## src/design/semantic_class_count_update_core_macros.svh

```systemverilog
// Assertion macros shared by the semantic class count update design.
`ifndef SEMANTIC_CLASS_COUNT_UPDATE_CORE_MACROS_SVH
`define SEMANTIC_CLASS_COUNT_UPDATE_CORE_MACROS_SVH

// Same-cycle implication, checked outside reset.
`define SEMCC_ASSERT_NOW(label, clk, rst_n, ante, cons, msg) \
  label: assert property (@(posedge clk) disable iff (!rst_n) (ante) |-> (cons)) \
    else $error(msg);

// Next-cycle implication, checked outside reset.
`define SEMCC_ASSERT_NEXT(label, clk, rst_n, ante, cons, msg) \
  label: assert property (@(posedge clk) disable iff (!rst_n) (ante) |=> (cons)) \
    else $error(msg);

`endif

```

## src/design/semcc_pkg.sv

```systemverilog
// Types and constants shared by the semantic class count update design.
package semcc_pkg;

  localparam int NUM_CLASSES = 4;
  localparam int CLS_W       = $clog2(NUM_CLASSES);
  localparam int SEM_W       = 2;
  localparam int COUNT_W     = 32;
  localparam int YBAR_W      = 24;
  localparam int THR_W       = 16;
  localparam int FRAC_W      = 16;
  localparam int SUM_W       = COUNT_W + CLS_W;
  localparam int PROD_W      = SUM_W + THR_W;
  localparam int CFG_ADDR_W  = 4;
  localparam int CFG_DATA_W  = 32;
  localparam int REG_IDX_W   = 2;

  localparam logic [REG_IDX_W-1:0] REG_OCC_THR  = 2'd0;
  localparam logic [REG_IDX_W-1:0] REG_FREE_THR = 2'd1;
  localparam logic [REG_IDX_W-1:0] REG_PRIOR    = 2'd2;

  localparam logic [THR_W-1:0]   OCC_THR_RST  = 16'd45875;
  localparam logic [THR_W-1:0]   FREE_THR_RST = 16'd19661;
  localparam logic [COUNT_W-1:0] PRIOR_RST    = 32'd32768;

  typedef enum logic [1:0] {
    OCC_FREE     = 2'd0,
    OCC_OCCUPIED = 2'd1,
    OCC_UNKNOWN  = 2'd2
  } occ_state_t;

  typedef struct packed {
    logic [THR_W-1:0] occ_thr;
    logic [THR_W-1:0] free_thr;
  } cfg_t;

  typedef struct packed {
    logic [COUNT_W-1:0] count;
    logic               sat;
  } lane_out_t;

  typedef struct packed {
    logic [CLS_W-1:0] best;
    logic [SUM_W-1:0] sum;
    logic [SUM_W-1:0] rest;
    logic             sat;
  } s2_t;

endpackage

```

## src/design/semcc_lane.sv

```systemverilog
// One class lane: holds the class count and adds the increment with saturation.
module semcc_lane (
  input  logic                          clk,
  input  logic                          rst_n,
  input  logic                          en,
  input  logic                          restart,
  input  logic [semcc_pkg::YBAR_W-1:0]  ybar,
  input  logic [semcc_pkg::COUNT_W-1:0] prior,
  output semcc_pkg::lane_out_t          lane_o
);
  import semcc_pkg::*;

  logic [COUNT_W-1:0] count_r;
  logic [COUNT_W-1:0] count_nxt;
  logic [COUNT_W-1:0] base;
  logic [COUNT_W:0]   total;
  logic               sat_r;
  logic               sat_nxt;

  always_comb begin
    base      = restart ? prior : count_r;
    total     = (COUNT_W + 1)'(base) + (COUNT_W + 1)'(ybar);
    sat_nxt   = total[COUNT_W];
    count_nxt = sat_nxt ? {COUNT_W{1'b1}} : total[COUNT_W-1:0];
  end

  always_ff @(posedge clk) begin
    if (!rst_n) begin
      count_r <= '0;
      sat_r   <= 1'b0;
    end else if (en) begin
      count_r <= count_nxt;
      sat_r   <= sat_nxt;
    end
  end

  assign lane_o.count = count_r;
  assign lane_o.sat   = sat_r;

endmodule

```

## src/design/semcc_merge.sv

```systemverilog
// Merging pipeline: argmax and sum over the lanes, threshold products, occupancy decision.
module semcc_merge (
  input  logic                            clk,
  input  logic                            rst_n,
  input  logic                            fire,
  output logic                            take,
  input  semcc_pkg::lane_out_t            lanes [semcc_pkg::NUM_CLASSES],
  input  semcc_pkg::cfg_t                 thr,
  output logic                            out_valid,
  input  logic                            out_stall,
  output logic [semcc_pkg::SEM_W-1:0]     out_semantic_class,
  output semcc_pkg::occ_state_t           out_occupancy_state,
  output logic                            out_saturated
);
  import semcc_pkg::*;

  logic v1_r, v2_r, v3_r, v4_r;
  logic en1, en2, en3, en4;

  s2_t              s2_nxt;
  s2_t              s2_r;
  logic [COUNT_W-1:0] best_val;

  logic [PROD_W-1:0] prod_occ_r;
  logic [PROD_W-1:0] prod_free_r;
  logic [PROD_W-1:0] rest_sh_r;
  logic              free_sel_r;
  logic [CLS_W-1:0]  best3_r;
  logic              sat3_r;

  logic [SEM_W-1:0]  class_r;
  occ_state_t        state_r;
  occ_state_t        state_nxt;
  logic              sat4_r;

  // A stage takes a new transaction when it is empty or its contents move on.
  assign en4  = !v4_r || !out_stall;
  assign en3  = !v3_r || en4;
  assign en2  = !v2_r || en3;
  assign en1  = !v1_r || en2;
  assign take = en1;

  always_ff @(posedge clk) begin
    if (!rst_n) begin
      v1_r <= 1'b0;
      v2_r <= 1'b0;
      v3_r <= 1'b0;
      v4_r <= 1'b0;
    end else begin
      if (en1) v1_r <= fire;
      if (en2) v2_r <= v1_r;
      if (en3) v3_r <= v2_r;
      if (en4) v4_r <= v3_r;
    end
  end

  // Argmax keeps the earlier class on ties because only a strictly larger count wins.
  always_comb begin
    best_val    = lanes[0].count;
    s2_nxt.best = '0;
    s2_nxt.sum  = SUM_W'(lanes[0].count);
    s2_nxt.sat  = lanes[0].sat;
    for (int i = 1; i < NUM_CLASSES; i++) begin
      if (lanes[i].count > best_val) begin
        best_val    = lanes[i].count;
        s2_nxt.best = CLS_W'(i);
      end
      s2_nxt.sum = s2_nxt.sum + SUM_W'(lanes[i].count);
      s2_nxt.sat = s2_nxt.sat | lanes[i].sat;
    end
    s2_nxt.rest = s2_nxt.sum - SUM_W'(lanes[0].count);
  end

  always_ff @(posedge clk) begin
    if (en2) begin
      s2_r <= s2_nxt;
    end
  end

  // p = rest / sum is compared against the thresholds by cross multiplication.
  always_ff @(posedge clk) begin
    if (en3) begin
      prod_occ_r  <= PROD_W'(thr.occ_thr) * PROD_W'(s2_r.sum);
      prod_free_r <= PROD_W'(thr.free_thr) * PROD_W'(s2_r.sum);
      rest_sh_r   <= PROD_W'(s2_r.rest) << FRAC_W;
      free_sel_r  <= (s2_r.best == '0) || (s2_r.sum == '0);
      best3_r     <= s2_r.best;
      sat3_r      <= s2_r.sat;
    end
  end

  always_comb begin
    if (free_sel_r) begin
      state_nxt = OCC_FREE;
    end else if (rest_sh_r > prod_occ_r) begin
      state_nxt = OCC_OCCUPIED;
    end else if (rest_sh_r < prod_free_r) begin
      state_nxt = OCC_FREE;
    end else begin
      state_nxt = OCC_UNKNOWN;
    end
  end

  always_ff @(posedge clk) begin
    if (en4) begin
      class_r <= SEM_W'(best3_r);
      state_r <= state_nxt;
      sat4_r  <= sat3_r;
    end
  end

  assign out_valid           = v4_r;
  assign out_semantic_class  = class_r;
  assign out_occupancy_state = state_r;
  assign out_saturated       = sat4_r;

endmodule

```

## src/design/semantic_class_count_update_core.sv

```systemverilog
// Top level of the semantic class count update core: register port, class lanes, merge.
// A result goes through the lane, argmax, product and compare registers to the output.
// Throughput: one transaction per cycle unless out_stall holds a full pipeline; the
// lanes update the class counts as each item is accepted, and the argmax, sum, product
// and compare stages are pipelined. Reset (synchronous, active low) clears the counts,
// empties the pipeline and loads the register defaults; no clearing pass is needed.
`include "semantic_class_count_update_core_macros.svh"

module semantic_class_count_update_core (
  input  logic                              clk,
  input  logic                              rst_n,
  input  logic                              in_valid,
  output logic                              in_stall,
  input  logic                              in_restart,
  input  logic [semcc_pkg::YBAR_W-1:0]      in_ybar_0,
  input  logic [semcc_pkg::YBAR_W-1:0]      in_ybar_1,
  input  logic [semcc_pkg::YBAR_W-1:0]      in_ybar_2,
  input  logic [semcc_pkg::YBAR_W-1:0]      in_ybar_3,
  output logic                              out_valid,
  input  logic                              out_stall,
  output logic [semcc_pkg::SEM_W-1:0]       out_semantic_class,
  output semcc_pkg::occ_state_t             out_occupancy_state,
  output logic                              out_saturated,
  input  logic                              cfg_psel,
  input  logic                              cfg_penable,
  input  logic                              cfg_pwrite,
  input  logic [semcc_pkg::CFG_ADDR_W-1:0]  cfg_paddr,
  input  logic [semcc_pkg::CFG_DATA_W-1:0]  cfg_pwdata,
  output logic [semcc_pkg::CFG_DATA_W-1:0]  cfg_prdata,
  output logic                              cfg_pready
);
  import semcc_pkg::*;

  logic [THR_W-1:0]     occ_thr_r;
  logic [THR_W-1:0]     free_thr_r;
  logic [COUNT_W-1:0]   prior_r;
  logic [REG_IDX_W-1:0] reg_idx;
  logic                 cfg_wr;

  logic                 take;
  logic                 fire;
  cfg_t                 thr;
  logic [YBAR_W-1:0]    ybar [NUM_CLASSES];
  lane_out_t            lanes [NUM_CLASSES];

  assign cfg_pready = 1'b1;
  assign reg_idx    = cfg_paddr[CFG_ADDR_W-1:2];
  assign cfg_wr     = cfg_psel && cfg_penable && cfg_pwrite;

  always_ff @(posedge clk) begin
    if (!rst_n) begin
      occ_thr_r  <= OCC_THR_RST;
      free_thr_r <= FREE_THR_RST;
      prior_r    <= PRIOR_RST;
    end else if (cfg_wr) begin
      case (reg_idx)
        REG_OCC_THR:  occ_thr_r  <= cfg_pwdata[THR_W-1:0];
        REG_FREE_THR: free_thr_r <= cfg_pwdata[THR_W-1:0];
        REG_PRIOR:    prior_r    <= cfg_pwdata[COUNT_W-1:0];
        default: ;
      endcase
    end
  end

  always_comb begin
    case (reg_idx)
      REG_OCC_THR:  cfg_prdata = CFG_DATA_W'(occ_thr_r);
      REG_FREE_THR: cfg_prdata = CFG_DATA_W'(free_thr_r);
      REG_PRIOR:    cfg_prdata = CFG_DATA_W'(prior_r);
      default:      cfg_prdata = '0;
    endcase
  end

  assign thr.occ_thr  = occ_thr_r;
  assign thr.free_thr = free_thr_r;

  assign in_stall = !take;
  assign fire     = in_valid && take;

  assign ybar[0] = in_ybar_0;
  assign ybar[1] = in_ybar_1;
  assign ybar[2] = in_ybar_2;
  assign ybar[3] = in_ybar_3;

  for (genvar g = 0; g < NUM_CLASSES; g++) begin : g_lane
    semcc_lane u_lane (
      .clk     (clk),
      .rst_n   (rst_n),
      .en      (fire),
      .restart (in_restart),
      .ybar    (ybar[g]),
      .prior   (prior_r),
      .lane_o  (lanes[g])
    );
  end

  semcc_merge u_merge (
    .clk                 (clk),
    .rst_n               (rst_n),
    .fire                (fire),
    .take                (take),
    .lanes               (lanes),
    .thr                 (thr),
    .out_valid           (out_valid),
    .out_stall           (out_stall),
    .out_semantic_class  (out_semantic_class),
    .out_occupancy_state (out_occupancy_state),
    .out_saturated       (out_saturated)
  );

  // The input side only stalls when every stage is full behind a stalled result.
  `SEMCC_ASSERT_NOW(a_stall_only_when_full, clk, rst_n, in_stall, out_valid && out_stall, "input stalled while the result channel is free")
  // A result for class 0 is always free space.
  `SEMCC_ASSERT_NOW(a_class0_free, clk, rst_n, out_valid && (out_semantic_class == '0), out_occupancy_state == OCC_FREE, "class 0 result not reported as free")
  // An accepted transaction with the result side open must not be lost in the pipeline.
  `SEMCC_ASSERT_NEXT(a_pipe_fills, clk, rst_n, in_valid && !in_stall, !in_stall || out_valid, "accepted transaction vanished from the pipeline")

endmodule
```

## config.mk

```make
export PLATFORM = sky130hd
export DESIGN_NAME = semantic_class_count_update_core
export DESIGN_NICKNAME = d
export VERILOG_FILES = /design/src/design/semcc_pkg.sv /design/src/design/semcc_lane.sv /design/src/design/semcc_merge.sv /design/src/design/semantic_class_count_update_core.sv
export VERILOG_INCLUDE_DIRS = /design/src /design/src/design
export SDC_FILE = /design/constraint.sdc
export NUM_CORES = 2
export LEC_CHECK = 0
export ABC_AREA = 1
export BUFFER_PORTS_ARGS = -buffer_cell sky130_fd_sc_hd__buf_2
export CAP_MARGIN = 5
export CORE_ASPECT_RATIO = 2
export CORE_MARGIN = 8
export CORE_UTILIZATION = 63
export CTS_CLUSTER_DIAMETER = 150
export DETAILED_ROUTE_END_ITERATION = 7
export HOLD_SLACK_MARGIN = 0.08
export PLACE_DENSITY = 0.8
export SYNTH_ARGS = -nofsm -noshare
export SYNTH_HDL_FRONTEND = slang
export SYNTH_HIERARCHICAL = 1
export SYNTH_SLANG_ARGS = --single-unit
export TNS_END_PERCENT = 20
```

## constraint.sdc

```tcl
create_clock -name clk -period 10.83 [get_ports clk]
set_input_delay 2.166 -clock clk [delete_from_list [all_inputs] [get_ports clk]]
set_output_delay 2.166 -clock clk [all_outputs]
set_load 0.005 [all_outputs]
```

==> impl_metrics.ini <==
[placed_design]
gp_congestion = 1.174
port_buffers = 176
dpl.hpwl_microns = 231200
placed_area_sq_um = 73120
dpl.cell_count = 11460

[worst_setup_path]
required_ns = 11.17
crit_top_cell = nand2_1
crit_type = reg2reg
crit_cells = 28
reg2regPathDepth = 28
cp_num_buf_inv = 2
cp-start-kind = flip-flop
cp-end-kind = flip-flop
cp.arrival_ns = 9.08
cp_top_family = simple AND/OR/NAND/NOR gates
cp_max_fo = 34
critPathSlowestCell = dfxtp_1
slowest_delay_ns = 0.92

[clock_network]
htreeDepth = 2
clock_path_buffers = 3
cts-hold-fix-buffers = 0
clkLatencyLatePin_ns = 0.65
cts.clk_slew.worst_paths_ns = 0.07
post_cts_buffers = 0
cts_tree = yes
numCtsBuffers = 40
cts_resized = 0
cts.sink_count = 414
clock-root-buffer = clkbuf_16

[sta]
max_freq_ghz = 0.1145
skew_ns = 0.03688
slew_headroom = 0.06966
hold_viol_final = 0
fin_crit_sh = 0.8066
tightest_slew_ns = 1.390
rsz0062_at_grt = no
fin_crit_ns = 8.735
setup_violations = 0
setup_tns_ns = 0
slew_violations = 0

[routing]
dr.pass1.iters = 8
vias_per_cell = 5.945
vias = 68620
wl_per_cell_microns = 25.46
drtIter0Drc = 6346
drc = 66
ant_nets = 0
routed_wl_microns = 293900

[floorplanning]
dieHeight_microns = 491.6
die_x_microns = 253.8
dieArea_sq_um = 124800
num_rows = 174
io_pins = 180
core_area_sq_um = 112300
floorplan.initialDensity = 0.6343

[synth]
yosysWarnings = 6
ys_seq_area_frac = 0.1464
synth_nets = 11730
ys_types = 55
syn_avg_cell_area_sq_um = 7.081
syn_inst = 10060
ys_seq_elements = 414
syn_area_sq_um = 71250

[global_route]
grtUsageTotal = 0.4748
grt_max_degree = 147
grt_pass1_vias = 72870
grt_pass1_wl_microns = 434900
grt.overflow.total = 0
antenna_found_initial = 21

[status]
violations = design-rule violations
status = finished, violations left

[finish]
design_area_sq_um = 74630
fillers = 9627
syn2layout_area_growth_pct = 4.736
drive_gt1_frac = 0.04216
fin_nets = 11670
final_cells = 11540

[worst_hold_path]
min_path_cells = 0
hold_class = reg2reg

[job]
maxCapViolations = 0
layer usage:
layer	wire length [microns]	GRT usage
met1	79520	0.4082
met2	138400	0.7862
met3	26710	0.1339
met4	49240	0.6001
met5	70	0
cells by family after synthesis:
kind of cell	synth area share
AOI/OAI and AO/OA	0.06562
xor gates and xnor gates	0.02348
adders and majority gates	0.3702
buffers and inverters	0.1391
DFF	0.1464
other	0.00005263
and+or+nand+nor	0.2552
flip-flops by register name (all words and copies together) (netlist names), 4 cells and up:
name and count:
g_lane.u_lane/count_r 128, g_lane.u_lane/sat_r 4, occ_thr_r 16, u_merge/prod_free_r 50, prior_r 32, u_merge/rest_sh_r 34
u_merge/prod_occ_r 50, u_merge/s2_r 71, free_thr_r 16
synth_stat cells, drive strengths merged:
cell / n / area, sq um
nor4b: 2 / 17.52
a21o: 23 / 172.7
a21oi: 439 / 2197
o211ai: 10 / 80.07
o21a: 23 / 172.7
nand3: 415 / 2102
conb: 1 / 3.750
fa: 962 / 19260
nor2: 691 / 2684
or4: 1 / 7.510
nand2b: 2 / 12.51
nand4: 70 / 437.9
nor3: 55 / 325.3
inv: 2198 / 8250
o2111ai: 1 / 8.760
or2: 6 / 37.53
nand2: 3140 / 11910
a31oi: 13 / 81.33
nor3b: 1 / 7.510
ha: 569 / 7119
and3: 7 / 43.79
a21boi: 9 / 71.32
or3: 1 / 6.260
edfxtp: 214 / 6426
clkbuf: 308 / 1156
xnor2: 33 / 289.0
o21ai: 319 / 1597
o31ai: 1 / 7.510
nor4: 26 / 183.9
dfxtp: 200 / 4004
xor2: 158 / 1384
nand3b: 12 / 102.6
buf: 67 / 503.0
o211a: 1 / 10.01
o21bai: 37 / 277.8
and2: 48 / 300.3
layout make-up:
cell class | instances | area (sq um) | share of cell area
Inverter | 2198 | 8253 | 0.1106
Antenna cell | 13 | 32.53 | 0.0004359
Tap cell | 1496 | 1872 | 0.02508
Clock buffer | 47 | 1047 | 0.01403
Clock inverter | 25 | 425.4 | 0.005700
Sequential cell | 414 | 10440 | 0.1399
Multi-Input combinational cell | 7076 | 50930 | 0.6824
Timing Repair Buffer | 273 | 1630 | 0.02185
placed cells by master (no fill, tap or decap), types with 9 or more instances in the layout:
master,count
nor4_1,24
nand3_1,410
inv_1,2186
buf_2,174
diode_2,13
a21o_1,23
xnor2_1,33
edfxtp_1,214
nor2_1,675
ha_1,569
nand2_1,3109
o21a_1,23
o21ai_0,272
o21ai_1,47
clkbuf_16,40
nand4_1,70
nand2_2,21
buf_4,97
inv_2,11
nor2_4,13
and2_1,48
nor3_1,50
fa_1,962
nand3b_1,11
a31oi_1,13
xor2_1,158
o21bai_1,37
a21oi_1,439
nand2_4,10
dfxtp_1,193
o211ai_1,9
path summary, 6_finish.rpt:
check             slack, ns                    end                    startpoint
setup / recovery       2.09       u_merge/s2_r[69]  g_lane[0].u_lane/count_r[27]
hold / removal         0.42  u_merge/rest_sh_r[17]               u_merge/s2_r[2]
setup reg to reg       2.09       u_merge/s2_r[69]  g_lane[0].u_lane/count_r[27]
hold reg to reg        0.42  u_merge/rest_sh_r[17]               u_merge/s2_r[2]
through the flow:
stage                     setup WS, ns    util  hold slack (ns)
after floorplan                  3.040       -           0.4003
after detailed placement         2.592  0.6509           0.4045
after CTS                        2.559  0.6640           0.4173
after global placement           2.678  0.6509           0.4002
after global routing             2.059  0.6641           0.4287
final                            2.095  0.6643           0.4189
Power is left out: the tool's default activity adds up to more than one toggle a clock period on the data nets, which glitch-free logic cannot reach.
